--- src/sv/mtes_pkg.sv ---
// Shared constants, codes and handshake structs for the MIDI track event serializer.
package mtes_pkg;

	localparam int TRACK_COUNT = 17;
	localparam int TRK_W       = 5;
	localparam int TICK_W      = 32;
	localparam int DELTA_W     = 28;
	localparam int US_W        = 24;
	localparam int DIV_W       = 34;
	localparam int IDX_W       = 4;
	localparam int S_DATA_W    = 112;
	localparam int S_USER_W    = 3;
	localparam int M_DATA_W    = 8;
	localparam int M_USER_W    = TRK_W;

	// 60e6 us per minute scaled by the 8 fraction bits of the tempo
	localparam logic [DIV_W-1:0]   DIV_NUM  = 34'd15360000000;
	localparam logic [US_W-1:0]    US_MAX   = 24'hFFFFFF;
	localparam logic [DELTA_W-1:0] VLQ_LIM3 = 28'h1FFFFF;
	localparam logic [DELTA_W-1:0] VLQ_LIM2 = 28'h3FFF;
	localparam logic [DELTA_W-1:0] VLQ_LIM1 = 28'h7F;

	localparam logic [7:0] ST_NOTE_ON  = 8'h90;
	localparam logic [7:0] ST_NOTE_OFF = 8'h80;
	localparam logic [7:0] ST_CTRL     = 8'hB0;
	localparam logic [7:0] ST_PROGRAM  = 8'hC0;
	localparam logic [7:0] ST_META     = 8'hFF;
	localparam logic [7:0] CC_BANK_MSB = 8'h00;
	localparam logic [7:0] CC_BANK_LSB = 8'h20;
	localparam logic [7:0] META_TSIG   = 8'h58;
	localparam logic [7:0] META_TEMPO  = 8'h51;
	localparam logic [7:0] META_EOT    = 8'h2F;
	localparam logic [7:0] TSIG_LEN    = 8'h04;
	localparam logic [7:0] TEMPO_LEN   = 8'h03;
	localparam logic [7:0] EOT_LEN     = 8'h00;
	localparam logic [7:0] TSIG_CLOCKS = 8'h18;
	localparam logic [7:0] TSIG_32ND   = 8'h08;
	localparam logic [7:0] ZERO_BYTE   = 8'h00;

	typedef enum logic [2:0] {
		MODE_NOTE_ON   = 3'd0,
		MODE_NOTE_OFF  = 3'd1,
		MODE_PROGRAM   = 3'd2,
		MODE_TIME_SIG  = 3'd3,
		MODE_TEMPO     = 3'd4,
		MODE_TRACK_END = 3'd5
	} mode_t;

	typedef enum logic [2:0] {
		S_IDLE,
		S_CHECK,
		S_DIV,
		S_DELTA,
		S_BODY
	} state_t;

	typedef struct packed {
		logic             load;
		logic             check;
		logic             emit;
		logic             body;
		logic [IDX_W-1:0] idx;
	} cmd_t;

	typedef struct packed {
		logic             ok;
		logic             tempo;
		logic [1:0]       dlast;
		logic [IDX_W-1:0] blast;
		logic             div_done;
		logic             out_free;
	} sts_t;

endpackage

--- src/sv/midi_track_event_serializer_unit.sv ---
// An accepted item is checked, a tempo item then waits for the bit-serial divider (34 steps),
// and the first byte is then registered at the output. Throughput: one byte per cycle while
// the output is taken; a new item is accepted only after the last byte of the previous one.
// Dropped items (bad track, empty track end, unused mode) go back to idle after the check.
// Reset (arst_n low) clears all last ticks and track data flags and empties the output.
module midi_track_event_serializer_unit
	import mtes_pkg::*;
(
	input  logic                clk,
	input  logic                arst_n,
	input  logic                s_axis_tvalid,
	output logic                s_axis_tready,
	// tick[31:0] channel[36:32] note[43:37] velocity[50:44] bank_msb[57:51]
	// bank_lsb[64:58] program_req[71:65] beats[79:72] beat_unit[87:80] tempo_q8[111:88]
	input  logic [S_DATA_W-1:0] s_axis_tdata,
	// mode[2:0]
	input  logic [S_USER_W-1:0] s_axis_tuser,
	output logic                m_axis_tvalid,
	input  logic                m_axis_tready,
	// byte_value[7:0]
	output logic [M_DATA_W-1:0] m_axis_tdata,
	// track[4:0]
	output logic [M_USER_W-1:0] m_axis_tuser,
	output logic                m_axis_tlast
);

	cmd_t cmd;
	sts_t sts;

	mtes_ctrl u_ctrl (
		.clk           (clk),
		.arst_n        (arst_n),
		.s_axis_tvalid (s_axis_tvalid),
		.s_axis_tready (s_axis_tready),
		.sts           (sts),
		.cmd           (cmd)
	);

	mtes_dp u_dp (
		.clk           (clk),
		.arst_n        (arst_n),
		.cmd           (cmd),
		.sts           (sts),
		.s_axis_tdata  (s_axis_tdata),
		.s_axis_tuser  (s_axis_tuser),
		.m_axis_tvalid (m_axis_tvalid),
		.m_axis_tready (m_axis_tready),
		.m_axis_tdata  (m_axis_tdata),
		.m_axis_tuser  (m_axis_tuser),
		.m_axis_tlast  (m_axis_tlast)
	);

endmodule

--- src/sv/mtes_div.sv ---
// Bit-serial restoring divider: constant dividend over the tempo, saturated to 24 bits.
module mtes_div
	import mtes_pkg::*;
(
	input  logic            clk,
	input  logic            arst_n,
	input  logic            start,
	input  logic [US_W-1:0] den,
	output logic            done,
	output logic [US_W-1:0] quot
);

	localparam int CNT_W = $clog2(DIV_W);

	logic             busy_q;
	logic             done_q;
	logic [CNT_W-1:0] cnt_q;
	logic [US_W-1:0]  den_q;
	logic [US_W-1:0]  rem_q;
	logic [DIV_W-1:0] nq_q;
	logic [US_W:0]    trial;
	logic             ge;
	logic [US_W:0]    diff;

	// dividend bits shift out at the top while quotient bits shift in below
	assign trial = {rem_q, nq_q[DIV_W-1]};
	assign ge    = trial >= {1'b0, den_q};
	assign diff  = trial - {1'b0, den_q};

	always_ff @(posedge clk or negedge arst_n) begin
		if (!arst_n) begin
			busy_q <= 1'b0;
			done_q <= 1'b0;
			cnt_q  <= '0;
		end else if (start) begin
			busy_q <= 1'b1;
			done_q <= 1'b0;
			cnt_q  <= CNT_W'(DIV_W - 1);
		end else if (busy_q) begin
			cnt_q <= cnt_q - CNT_W'(1);
			if (cnt_q == '0) begin
				busy_q <= 1'b0;
				done_q <= 1'b1;
			end
		end
	end

	always_ff @(posedge clk) begin
		if (start) begin
			den_q <= den;
			rem_q <= '0;
			nq_q  <= DIV_NUM;
		end else if (busy_q) begin
			rem_q <= ge ? diff[US_W-1:0] : trial[US_W-1:0];
			nq_q  <= {nq_q[DIV_W-2:0], ge};
		end
	end

	assign done = done_q;
	assign quot = ((den_q == '0) || (|nq_q[DIV_W-1:US_W])) ? US_MAX : nq_q[US_W-1:0];

endmodule

--- src/sv/mtes_dp.sv ---
// Datapath: event registers, per-track tick state, byte selection and output register.
module mtes_dp
	import mtes_pkg::*;
(
	input  logic                clk,
	input  logic                arst_n,
	input  cmd_t                cmd,
	output sts_t                sts,
	input  logic [S_DATA_W-1:0] s_axis_tdata,
	input  logic [S_USER_W-1:0] s_axis_tuser,
	output logic                m_axis_tvalid,
	input  logic                m_axis_tready,
	output logic [M_DATA_W-1:0] m_axis_tdata,
	output logic [M_USER_W-1:0] m_axis_tuser,
	output logic                m_axis_tlast
);

	logic [2:0]        mode_q;
	logic [TICK_W-1:0] tick_q;
	logic [TRK_W-1:0]  chan_q;
	logic [6:0]        note_q;
	logic [6:0]        vel_q;
	logic [6:0]        msb_q;
	logic [6:0]        lsb_q;
	logic [6:0]        prog_q;
	logic [7:0]        beats_q;
	logic [7:0]        unit_q;
	logic [US_W-1:0]   tempo_q;
	logic [DELTA_W-1:0] d_q;

	logic [TICK_W-1:0] last_tick_q [TRACK_COUNT];
	logic              has_data_q  [TRACK_COUNT];

	logic                out_valid_q;
	logic [M_DATA_W-1:0] out_byte_q;
	logic [M_USER_W-1:0] out_trk_q;
	logic                out_last_q;

	logic               chan_ok;
	logic               meta_ev;
	logic [TRK_W-1:0]   trk;
	logic               ok;
	logic [TICK_W-1:0]  delta_full;
	logic [DELTA_W-1:0] d_n;
	logic [TRK_W-1:0]   chan_m1;
	logic [3:0]         nib;
	logic [1:0]         dlast;
	logic [IDX_W-1:0]   blast;
	logic [1:0]         k;
	logic [7:0]         dbyte;
	logic [7:0]         bbyte;
	logic [2:0]         lg;
	logic [US_W-1:0]    us;
	logic               div_done;
	logic               div_start;

	function automatic logic [2:0] floor_log2(input logic [7:0] v);
		logic [2:0] r;
		r = '0;
		for (int i = 1; i < 8; i++) begin
			if (v[i]) r = 3'(i);
		end
		return r;
	endfunction

	always_ff @(posedge clk) begin
		if (cmd.load) begin
			mode_q  <= s_axis_tuser;
			tick_q  <= s_axis_tdata[31:0];
			chan_q  <= s_axis_tdata[36:32];
			note_q  <= s_axis_tdata[43:37];
			vel_q   <= s_axis_tdata[50:44];
			msb_q   <= s_axis_tdata[57:51];
			lsb_q   <= s_axis_tdata[64:58];
			prog_q  <= s_axis_tdata[71:65];
			beats_q <= s_axis_tdata[79:72];
			unit_q  <= s_axis_tdata[87:80];
			tempo_q <= s_axis_tdata[111:88];
		end
		if (cmd.check && ok) begin
			d_q <= d_n;
		end
	end

	assign chan_ok = chan_q < TRK_W'(TRACK_COUNT);
	assign meta_ev = (mode_q == MODE_TIME_SIG) || (mode_q == MODE_TEMPO);
	assign trk     = meta_ev ? '0 : chan_q;

	always_comb begin
		case (mode_q)
			MODE_NOTE_ON, MODE_NOTE_OFF, MODE_PROGRAM: ok = chan_ok;
			MODE_TIME_SIG, MODE_TEMPO:                 ok = 1'b1;
			MODE_TRACK_END:                            ok = chan_ok && has_data_q[chan_q];
			default:                                   ok = 1'b0;
		endcase
	end

	// track end leaves the last tick as it is and forces its delta to zero
	assign delta_full = tick_q - last_tick_q[trk];
	assign d_n = (mode_q == MODE_TRACK_END) ? '0 : delta_full[DELTA_W-1:0];

	always_ff @(posedge clk or negedge arst_n) begin
		if (!arst_n) begin
			for (int i = 0; i < TRACK_COUNT; i++) begin
				last_tick_q[i] <= '0;
				has_data_q[i]  <= 1'b0;
			end
		end else if (cmd.check && ok && (mode_q != MODE_TRACK_END)) begin
			last_tick_q[trk] <= tick_q;
			has_data_q[trk]  <= 1'b1;
		end
	end

	assign div_start = cmd.check && ok && (mode_q == MODE_TEMPO);

	mtes_div u_div (
		.clk    (clk),
		.arst_n (arst_n),
		.start  (div_start),
		.den    (tempo_q),
		.done   (div_done),
		.quot   (us)
	);

	always_comb begin
		if (d_q > VLQ_LIM3)      dlast = 2'd3;
		else if (d_q > VLQ_LIM2) dlast = 2'd2;
		else if (d_q > VLQ_LIM1) dlast = 2'd1;
		else                     dlast = 2'd0;
	end

	always_comb begin
		case (mode_q)
			MODE_PROGRAM:  blast = IDX_W'(9);
			MODE_TIME_SIG: blast = IDX_W'(6);
			MODE_TEMPO:    blast = IDX_W'(5);
			default:       blast = IDX_W'(2);
		endcase
	end

	// delta bytes go out most significant group first
	assign k = dlast - cmd.idx[1:0];

	always_comb begin
		case (k)
			2'd0:    dbyte = {1'b0, d_q[6:0]};
			2'd1:    dbyte = {1'b1, d_q[13:7]};
			2'd2:    dbyte = {1'b1, d_q[20:14]};
			default: dbyte = {1'b1, d_q[27:21]};
		endcase
	end

	assign chan_m1 = chan_q - TRK_W'(1);
	assign nib     = chan_m1[3:0];
	assign lg      = floor_log2(unit_q);

	always_comb begin
		bbyte = ZERO_BYTE;
		case (mode_q)
			MODE_NOTE_ON, MODE_NOTE_OFF: begin
				case (cmd.idx)
					IDX_W'(0): bbyte = ((mode_q == MODE_NOTE_ON) ? ST_NOTE_ON : ST_NOTE_OFF)
						| {4'h0, nib};
					IDX_W'(1): bbyte = {1'b0, note_q};
					default:   bbyte = (mode_q == MODE_NOTE_ON) ? {1'b0, vel_q} : ZERO_BYTE;
				endcase
			end
			MODE_PROGRAM: begin
				// the zero bytes between messages are the inner zero deltas
				case (cmd.idx)
					IDX_W'(0), IDX_W'(4): bbyte = ST_CTRL | {4'h0, nib};
					IDX_W'(1):            bbyte = CC_BANK_MSB;
					IDX_W'(2):            bbyte = {1'b0, msb_q};
					IDX_W'(5):            bbyte = CC_BANK_LSB;
					IDX_W'(6):            bbyte = {1'b0, lsb_q};
					IDX_W'(8):            bbyte = ST_PROGRAM | {4'h0, nib};
					IDX_W'(9):            bbyte = {1'b0, prog_q};
					default:              bbyte = ZERO_BYTE;
				endcase
			end
			MODE_TIME_SIG: begin
				case (cmd.idx)
					IDX_W'(0): bbyte = ST_META;
					IDX_W'(1): bbyte = META_TSIG;
					IDX_W'(2): bbyte = TSIG_LEN;
					IDX_W'(3): bbyte = beats_q;
					IDX_W'(4): bbyte = {5'b0, lg};
					IDX_W'(5): bbyte = TSIG_CLOCKS;
					default:   bbyte = TSIG_32ND;
				endcase
			end
			MODE_TEMPO: begin
				case (cmd.idx)
					IDX_W'(0): bbyte = ST_META;
					IDX_W'(1): bbyte = META_TEMPO;
					IDX_W'(2): bbyte = TEMPO_LEN;
					IDX_W'(3): bbyte = us[23:16];
					IDX_W'(4): bbyte = us[15:8];
					default:   bbyte = us[7:0];
				endcase
			end
			default: begin
				case (cmd.idx)
					IDX_W'(0): bbyte = ST_META;
					IDX_W'(1): bbyte = META_EOT;
					default:   bbyte = EOT_LEN;
				endcase
			end
		endcase
	end

	always_ff @(posedge clk or negedge arst_n) begin
		if (!arst_n) begin
			out_valid_q <= 1'b0;
		end else if (cmd.emit) begin
			out_valid_q <= 1'b1;
		end else if (m_axis_tready) begin
			out_valid_q <= 1'b0;
		end
	end

	always_ff @(posedge clk) begin
		if (cmd.emit) begin
			out_byte_q <= cmd.body ? bbyte : dbyte;
			out_trk_q  <= trk;
			out_last_q <= cmd.body && (cmd.idx == blast);
		end
	end

	assign sts.ok       = ok;
	assign sts.tempo    = mode_q == MODE_TEMPO;
	assign sts.dlast    = dlast;
	assign sts.blast    = blast;
	assign sts.div_done = div_done;
	assign sts.out_free = !out_valid_q || m_axis_tready;

	assign m_axis_tvalid = out_valid_q;
	assign m_axis_tdata  = out_byte_q;
	assign m_axis_tuser  = out_trk_q;
	assign m_axis_tlast  = out_last_q;

endmodule

--- src/sv/mtes_ctrl.sv ---
// Controller: sequences accept, check, tempo division, delta bytes and body bytes.
module mtes_ctrl
	import mtes_pkg::*;
(
	input  logic clk,
	input  logic arst_n,
	input  logic s_axis_tvalid,
	output logic s_axis_tready,
	input  sts_t sts,
	output cmd_t cmd
);

	state_t           state_q;
	state_t           state_d;
	logic [IDX_W-1:0] cnt_q;
	logic             delta_end;
	logic             body_end;

	assign delta_end = sts.out_free && (cnt_q == {{(IDX_W-2){1'b0}}, sts.dlast});
	assign body_end  = sts.out_free && (cnt_q == sts.blast);

	always_comb begin
		state_d = state_q;
		case (state_q)
			S_IDLE: begin
				if (s_axis_tvalid) state_d = S_CHECK;
			end
			S_CHECK: begin
				if (!sts.ok)       state_d = S_IDLE;
				else if (sts.tempo) state_d = S_DIV;
				else               state_d = S_DELTA;
			end
			S_DIV: begin
				if (sts.div_done) state_d = S_DELTA;
			end
			S_DELTA: begin
				if (delta_end) state_d = S_BODY;
			end
			S_BODY: begin
				if (body_end) state_d = S_IDLE;
			end
			default: state_d = S_IDLE;
		endcase
	end

	always_comb begin
		s_axis_tready = state_q == S_IDLE;
		cmd.load      = s_axis_tvalid && (state_q == S_IDLE);
		cmd.check     = state_q == S_CHECK;
		cmd.emit      = ((state_q == S_DELTA) || (state_q == S_BODY)) && sts.out_free;
		cmd.body      = state_q == S_BODY;
		cmd.idx       = cnt_q;
	end

	always_ff @(posedge clk or negedge arst_n) begin
		if (!arst_n) begin
			state_q <= S_IDLE;
			cnt_q   <= '0;
		end else begin
			state_q <= state_d;
			// restart the byte count at each phase change
			if ((state_q == S_DELTA && delta_end) || (state_q != S_DELTA && state_q != S_BODY))
				cnt_q <= '0;
			else if (cmd.emit)
				cnt_q <= cnt_q + IDX_W'(1);
		end
	end

endmodule

--- config.mk ---
export PLATFORM = sky130hd
export DESIGN_NAME = midi_track_event_serializer_unit
export DESIGN_NICKNAME = d
export VERILOG_FILES = /design/src/sv/mtes_pkg.sv /design/src/sv/midi_track_event_serializer_unit.sv /design/src/sv/mtes_div.sv /design/src/sv/mtes_dp.sv /design/src/sv/mtes_ctrl.sv
export SDC_FILE = /design/constraint.sdc
export NUM_CORES = 1
export LEC_CHECK = 0
export BUFFER_PORTS_ARGS = -buffer_cell sky130_fd_sc_hd__buf_2
export CAP_MARGIN = 20
export CELL_PAD_IN_SITES_DETAIL_PLACEMENT = 2
export CELL_PAD_IN_SITES_GLOBAL_PLACEMENT = 2
export CORE_UTILIZATION = 43
export DETAILED_ROUTE_END_ITERATION = 10
export GPL_TIMING_DRIVEN = 0
export HOLD_SLACK_MARGIN = 0.02
export PLACE_DENSITY_LB_ADDON = 0.15
export SETUP_SLACK_MARGIN = 0.4
export SKIP_CTS_REPAIR_TIMING = 1
export SYNTH_ARGS = -nofsm -noshare
export SYNTH_HDL_FRONTEND = slang
export SYNTH_SLANG_ARGS = --single-unit
export TNS_END_PERCENT = 10
--- constraint.sdc ---
create_clock -name clk -period 5.45 [get_ports clk]
set_clock_uncertainty 0.2 [all_clocks]
set_input_delay 0 -clock clk [delete_from_list [all_inputs] [get_ports clk]]
set_output_delay 0 -clock clk [all_outputs]
set_load 0.05 [all_outputs]
==> impl_metrics.py, run 1 <==
metrics = {
    "outcome": {
        "status": "complete, but fails checks",
        "violations": "negative setup slack",
    },
    "setup_path": {
        "path_max_fanout": 10,
        "crit_path_end": "u_dp.d_q[22]",
        "timing.reg2reg.worst_path_depth": 18,
        "path_cells": "clkbuf_2 -> clkbuf_4 -> clkbuf_4 -> buf_2 -> clkbuf_2 -> o211ai_1 -> nand4_1 -> ha_2 -> a211oi_4 -> buf_4 -> o211ai_1 -> o311ai_4 -> o311ai_4 -> a31oi_1 -> nor2b_1 -> o22ai_1 -> xor2_1 -> nor2_1",
        "critical-path-max-stage-delay_ps": 500,
        "regToRegEndpoint": "u_dp.d_q[22]",
        "worstPathArrival_ps": 5780,
        "reg_to_reg_slack_setup_ps": -140,
        "kind_of_cell_adding_the_most_delay_to_the_critical_path": "buffers and inverters",
        "worst-endpoint-required_ps": 5640,
        "critical_path.startpoint_type": "flop",
        "criticalPathCategory": "reg2reg",
        "critPathSlowestCell": "clkbuf_2",
        "worst_setup_path_end_kind": "flop",
        "worstReg2RegStart": "u_dp.chan_q[1]",
        "timing.critical_path.depth": 18,
        "critical_path.startpoint": "u_dp.chan_q[1]",
        "cp.buffers_inverters": 6,
    },
    "sta": {
        "post-route-worst-setup-slack_ps": -137,
        "slew_headroom": 0.148,
        "finalCritPeriodShare": 1.03,
        "setup-violations-final": 5,
        "max_slew.worst_pin.slew_ps": 1270,
        "max_clock_freq_ghz": 0.179,
        "timing.final.crit_period_ps": 5590,
        "finalHoldViolations": 0,
        "rsz_0062_raised_after_global_routing": "yes",
        "maxSlewViolCount": 0,
    },
    "min_path": {
        "holdPathStages": 5,
        "worst_hold_path_type": "in2reg",
    },
    "placement": {
        "placement.io_buffers": 129,
        "globalplace.congestion": 0.919,
        "placedInstanceArea_sq_mm": 0.0380,
        "dpl.hpwl_microns": 97600,
        "placed_cells": 4209,
    },
    "layout": {
        "layout.core_utilization": 0.541,
        "post_route_cell_area_sq_mm": 0.0444,
        "synthToLayoutAreaGrowth_pct": 24.4,
        "num-nets-final": 3665,
        "fin_cells": 4630,
        "share_of_post_route_cells_with_drive_strength_above_1": 0.299,
    },
    "route": {
        "ant_nets": 0,
        "drt-pass1-iter-count": 7,
        "dr.first_iter.drc_count": 2608,
        "remaining_drc_errors": 0,
        "drt-vias-per-instance": 6.47,
        "mean_routed_wirelength_per_cell_microns": 35.7,
        "wl_microns": 165000,
        "vias": 30000,
    },
    "synth": {
        "dominant_combinational_cell_family_by_area_after_synthesis": "multiplexers",
        "post_synth.cell_area_avg_sq_um": 11.9,
        "synth_area_leader_cell": "dfrtp_1",
        "synth.yosys.warnings": 0,
        "syn-num-nets": 3178,
        "synth_compound_area_frac": 0.118,
        "synth_cell_types": 83,
        "synth-async-reset-ratio": 0.685,
        "synth.top_cells.by_area": "dfrtp_1 36%, mux2_2 16%, edfxtp_1 15%",
        "syn_area_sq_mm": 0.0357,
        "yosys.area_share.simple": 0.0777,
        "cells_after_synthesis": 2998,
        "post_synth_fa_ha_maj_area_fraction": 0.0218,
        "synth_seq_cells": 743,
        "synth_edf_count": 176,
        "muxShareOfSynthArea": 0.201,
        "synth_top_cell_area_share": 0.357,
        "synth_flop_cell": "dfrtp_1",
        "synth_seq_area_share": 0.537,
        "yosys.area_share.xor_xnor": 0.0117,
    },
    "grt": {
        "vias_in_the_first_global_route": 30900,
        "grt_max_degree": 118,
        "grt_pass1_wl_microns": 211000,
        "groute.usage.overall": 0.340,
        "globalRoute.totalOverflow": 0,
        "antenna_found_initial": 2,
    },
    "floorplan": {
        "die_width_microns": 290,
        "die_height_microns": 290,
        "num_io_pins": 135,
        "design.core.area_sq_mm": 0.0821,
        "die-area_sq_mm": 0.0842,
        "placementRows": 105,
        "floorplan.initialDensity": 0.435,
    },
    "run": {
        "drv_cap": 0,
    },
    "clocking": {
        "cts_bufs_inserted": 85,
        "worst_setup_hold_path_clk_slew_ps": 70,
        "clk_path_buf_depth": 3,
        "clock_sink_count": 743,
        "cts_tree": "built",
        "clk_latency_ps": 670,
        "cts_root_buf": "clkbuf_16",
        "cts.htree.levels": 3,
    },
    "pwr": {
        "p_per_area_mw_per_mm2": 557,
        "leakagePower_nw": 20.2,
        "power.ir.vdd_worst_v": 0.000310,
    },
}
-- power breakdown --
part | internal (W) | leakage (nW) | switching (W)
Combinational | 0.00358 | 9.72 | 0.00622
Clock | 0.00370 | 1.45 | 0.00261
Sequential | 0.00738 | 9.06 | 0.00124
Total | 0.0147 | 20.2 | 0.0101
-- synthesized netlist by cell type (58+ instances only) --
library cell,number
mux2_2,516
dfrtp_1,509
a21oi_1,239
edfxtp_1,176
o21ai_0,158
clkbuf_1,148
nor2_1,148
nand2_1,125
mux2i_1,107
and3_1,88
a221oi_1,59
ha_1,59
buf_2,58
dfxtp_1,58
-- how the worst min path moves through the flow --
stage	from	to	slack [ps]
after global placement	s_axis_tdata[14]	u_dp.tick_q[14]	-20
final	m_axis_tready	u_ctrl.cnt_q[1]	120
after global routing	m_axis_tready	u_ctrl.cnt_q[1]	170
after detailed placement	arst_n	u_dp.last_tick_q[218]	-50
after CTS	arst_n	u_dp.last_tick_q[218]	-740
after floorplan	arst_n	u_ctrl.cnt_q[0]	-500
-- through the flow --
step	hold slack (ps)	power [W]	setup TNS [ps]	setup WS [ps]
after global placement	-23.8	0.0160	-3248490	-6300
after detailed placement	-49.5	0.0167	-41560	-2470
final	121	0.0247	-390	-137
after global routing	172	0.0254	-337	-152
after floorplan	-496	0.0133	0	446
after CTS	-736	0.0229	-43290	-2530
-- cell usage in the layout, fill, tap and decap left out, types with 15 or more instances in the layout --
cell and n:
mux2_2 516, dfrtp_1 509, a21oi_1 233, dlygate4sd3_1 224, buf_2 186, edfxtp_1 176
o21ai_0 143, nor2_1 143, nand2_1 120, mux2i_1 106, clkbuf_1 96, clkbuf_16 88
and3_1 87, dfxtp_1 58, o221ai_1 56, inv_1 55, ha_1 52, a221oi_1 49
clkbuf_2 35, buf_4 35, nand4_1 33, nand2b_1 32, xnor2_1 26, clkbuf_4 25
nor3_1 25, nand3_1 22, a31oi_1 20, xor2_1 18, nor4_1 16, a21o_1 15
-- metal layers --
layer  vias to the layer above  share of wire  global-route usage
met2                      1496           0.49               0.567
met4                         2          0.071               0.183
met5                         -       0.000067                   0
met3                       618          0.067              0.0572
met1                     15700           0.38               0.422
li1                      12100              -                   -
-- final cells by class --
class                   instances  area (sq um)
inverters                      61           239
plain buffers                 226          1310
repair buffers                400          3510
multi-input cells            1968         15900
clock inverters                38           523
fillers                      7696         37700
diodes                          3          7.51
well taps                    1070          1340
clock buffers                 121          2440
flip-flops and latches        743         19200
-- registers in the layout (all words and copies together) (netlist names), 8 cells and up --
name and flops:
u_dp.d_q 28, u_dp.u_div.den_q 24, u_dp.has_data_q 17, u_dp.last_tick_q 476, u_dp.beats_q 8, u_dp.m_axis_tdata 8, u_dp.u_div.nq_q 34, u_dp.u_div.rem_q 24
u_dp.tempo_q 24, u_dp.tick_q 28
-- kinds of logic after synthesis --
logic type               after synthesis
XOR/XNOR                              46
buffers and inverters                287
AND/OR/NAND/NOR                      557
flip-flops                           743
multiplexers                         636
adder cells (fa/ha/maj)               61
AO/OA/AOI/OAI                        668
-- worst min-delay path, stage by stage --
cell and delay [ps]:
dlygate4sd3_1 520, buf_2 140, nor2b_1 110, nand2_1 80, a21oi_1 70
(Power assumes the default switching activity.)
==> run 2, diff against run 1 <==
--- a/config.mk
+++ b/config.mk
@@ -14,7 +14,6 @@
 export GPL_TIMING_DRIVEN = 0
 export HOLD_SLACK_MARGIN = 0.02
 export PLACE_DENSITY_LB_ADDON = 0.15
-export SETUP_SLACK_MARGIN = 0.4
 export SKIP_CTS_REPAIR_TIMING = 1
 export SYNTH_ARGS = -nofsm -noshare
 export SYNTH_HDL_FRONTEND = slang
==> run 2 against run 1 <==
  * The run still ends with negative setup slack left
  * Power fell by 1.8%
  * Worst hold slack improved by 6.8 ps
  * Global-route usage unchanged
  * Fmax is 2.0% lower
  * Sequential power decreased by 0.5%
  * Core utilization shrank 0.52 points
  * Critical path type unchanged
  * Largest cell class unchanged
==> impl_metrics.py, run 2 (same netlist as run 1, synthesis figures left out) <==
metrics = {
    "outcome": {
        "status": "complete, but fails checks",
        "violations": "negative setup slack",
    },
    "route": {
        "wl_microns": 160000,
        "detailroute.wirelength.met3_microns": 9690,
        "route.met2.wl_microns": 77700,
        "drt-pass1-iter-count": 6,
        "remaining_drc_errors": 0,
        "dr.first_iter.drc_count": 2422,
        "drt-vias-per-instance": 6.43,
        "mean_routed_wirelength_per_cell_microns": 34.7,
        "vias": 29600,
        "highest-signal-layer": "met5",
        "ant_nets": 0,
        "route.layer.met1.wl_microns": 60500,
    },
    "setup_path": {
        "worstPathArrival_ps": 5900,
        "worst-endpoint-required_ps": 5650,
        "critical_path.startpoint_type": "flop",
        "crit_path_end": "u_dp.d_q[26]",
        "criticalPathCategory": "reg2reg",
        "worst_setup_path_end_kind": "flop",
        "reg_to_reg_slack_setup_ps": -250,
        "worstReg2RegStart": "u_dp.mode_q[1]",
        "timing.reg2reg.worst_path_depth": 20,
        "regToRegEndpoint": "u_dp.d_q[26]",
        "critical_path.startpoint": "u_dp.mode_q[1]",
        "path_max_fanout": 10,
    },
    "pwr": {
        "power.share.switching": 0.403,
        "power_frac_comb": 0.388,
        "power_frac_clock": 0.259,
        "cellInternalPower_w": 0.0145,
        "p_per_area_mw_per_mm2": 552,
        "leakagePower_nw": 20.0,
        "sequential_cell_fraction_of_total_power": 0.354,
        "total_switching_power_w": 0.00978,
        "power.ir.vdd_worst_v": 0.000310,
    },
    "floorplan": {
        "die-area_sq_mm": 0.0842,
        "floorplan.initialDensity": 0.435,
        "placementRows": 105,
        "die_height_microns": 290,
        "die_width_microns": 290,
        "design.core.area_sq_mm": 0.0821,
        "num_io_pins": 135,
    },
    "clocking": {
        "cts_tree": "built",
        "clk_latency_ps": 670,
        "cts_bufs_inserted": 85,
        "worst_setup_hold_path_clk_slew_ps": 80,
        "cts_root_buf": "clkbuf_16",
        "clk_path_buf_depth": 3,
        "cts.htree.levels": 3,
        "clock_sink_count": 743,
    },
    "layout": {
        "largestRegisters": "u_dp.last_tick_q (476), u_dp.u_div.nq_q (34)",
        "commonest_cells_after_routing_fill_and_taps_aside": "516 x mux2_2, 509 x dfrtp_1, 234 x a21oi_1",
        "regMostFlops": "u_dp.last_tick_q",
        "post_route_cell_area_sq_mm": 0.0440,
        "synthToLayoutAreaGrowth_pct": 23.2,
        "fin_cells": 4605,
        "mostFrequentLayoutCell": "mux2_2",
        "share_of_post_route_cells_with_drive_strength_above_1": 0.290,
        "regArea_sq_mm": 0.0192,
        "flip_flop_count_of_the_largest_register_after_layout": 476,
        "nFillCells": 7752,
        "multi_input_comb_area_sq_mm": 0.0157,
        "num-nets-final": 3640,
    },
    "sta": {
        "maxSlewViolCount": 0,
        "post-route-worst-setup-slack_ps": -249,
        "finalHoldViolations": 0,
        "max_slew.worst_pin.slew_ps": 1200,
        "setup-violations-final": 8,
        "fin_setup_tns_ps": -1020,
        "slew_headroom": 0.192,
        "finalCritPeriodShare": 1.05,
        "rsz_0062_raised_after_global_routing": "yes",
        "max_clock_freq_ghz": 0.175,
        "timing.final.crit_period_ps": 5700,
    },
    "placement": {
        "placedInstanceArea_sq_mm": 0.0380,
        "pre_cts_slack_ps": -2470,
        "placed_cells": 4209,
        "globalplace.congestion": 0.919,
        "placement.io_buffers": 129,
        "dpl.hpwl_microns": 97600,
    },
    "grt": {
        "grt_max_degree": 118,
        "globalRoute.totalOverflow": 0,
        "vias_in_the_first_global_route": 30900,
        "grt_pass1_wl_microns": 211000,
        "antenna_found_initial": 6,
        "groute.usage.overall": 0.340,
    },
    "run": {
        "drv_cap": 0,
    },
    "min_path": {
        "worst_hold_path_type": "in2reg",
    },
}
## run 2: changes by cell type in the layout (fill, tap and decap cells not counted), moves of 3 or more
cell | previous run | this run
o21ai_1 | 12 | 7
a221oi_1 | 49 | 53
a221oi_2 | 9 | 5
o21ai_0 | 143 | 149
buf_4 | 35 | 18
buf_12 | 5 | 0
clkbuf_4 | 25 | 19
clkbuf_1 | 96 | 99
## run 2: worst min-delay path by stage
stage	from	endpoint	slack, ps	depth (start not counted)
detailed placement	arst_n	u_dp.last_tick_q[218]	-50	1
global placement	s_axis_tdata[14]	u_dp.tick_q[14]	-20	1
CTS	arst_n	u_dp.last_tick_q[218]	-740	1
floorplan	arst_n	u_ctrl.cnt_q[0]	-500	0
finish	m_axis_tready	u_ctrl.cnt_q[1]	130	5
global route	m_axis_tready	u_ctrl.cnt_q[1]	160	5
## run 2: worst max-delay path: stages, from the launching register on
cell and delay [ps]:
edfxtp_1 450, buf_2 240, nand3b_1 190, and2_1 150, buf_4 200, buf_8 220
nand2_8 100, clkbuf_2 350, buf_2 350, o221ai_1 260, nand4_1 380, ha_4 430
a21oi_4 180, o22ai_4 100, o311ai_4 380, o311ai_4 160, o21ba_2 260, o31ai_4 370
a21oi_1 150, a31oi_1 180, o21ai_1 130
## run 2: area by class of cell
| type | count | share of cell area |
|---|---|---|
| sequential | 743 | 0.436 |
| clock buffer | 121 | 0.0556 |
| tap | 1070 | 0.0304 |
| multi-input combinational | 1968 | 0.358 |
| antenna | 3 | 0.000171 |
| inverter | 61 | 0.00526 |
| timing repair buffer | 380 | 0.0759 |
| clock inverter | 38 | 0.0119 |
| buffer | 221 | 0.0269 |
## run 2: per-layer routing
layer	vias up	global-route usage
met5	-	0
met4	4	0.183
met3	587	0.0572
met2	1384	0.567
met1	15600	0.422
li1	12100	-
## run 2: power groups by stage
| stage | Clock, W | Combinational (W) | Sequential, W |
|---|---|---|---|
| global placement | 0 | 0.00759 | 0.00840 |
| global route | 0.00650 | 0.00980 | 0.00868 |
| finish | 0.00629 | 0.00941 | 0.00858 |
| detailed placement | 0 | 0.00814 | 0.00851 |
| CTS | 0.00624 | 0.00826 | 0.00845 |
| floorplan | 0 | 0.00508 | 0.00819 |
## run 2: stage by stage
stage,total power [W],util,hold WS [ps]
floorplan,0.0133,-,-496
global placement,0.0160,0.459,-23.8
detailed placement,0.0167,0.462,-49.5
CTS,0.0229,0.499,-736
global route,0.0250,0.536,158
finish,0.0243,0.536,127
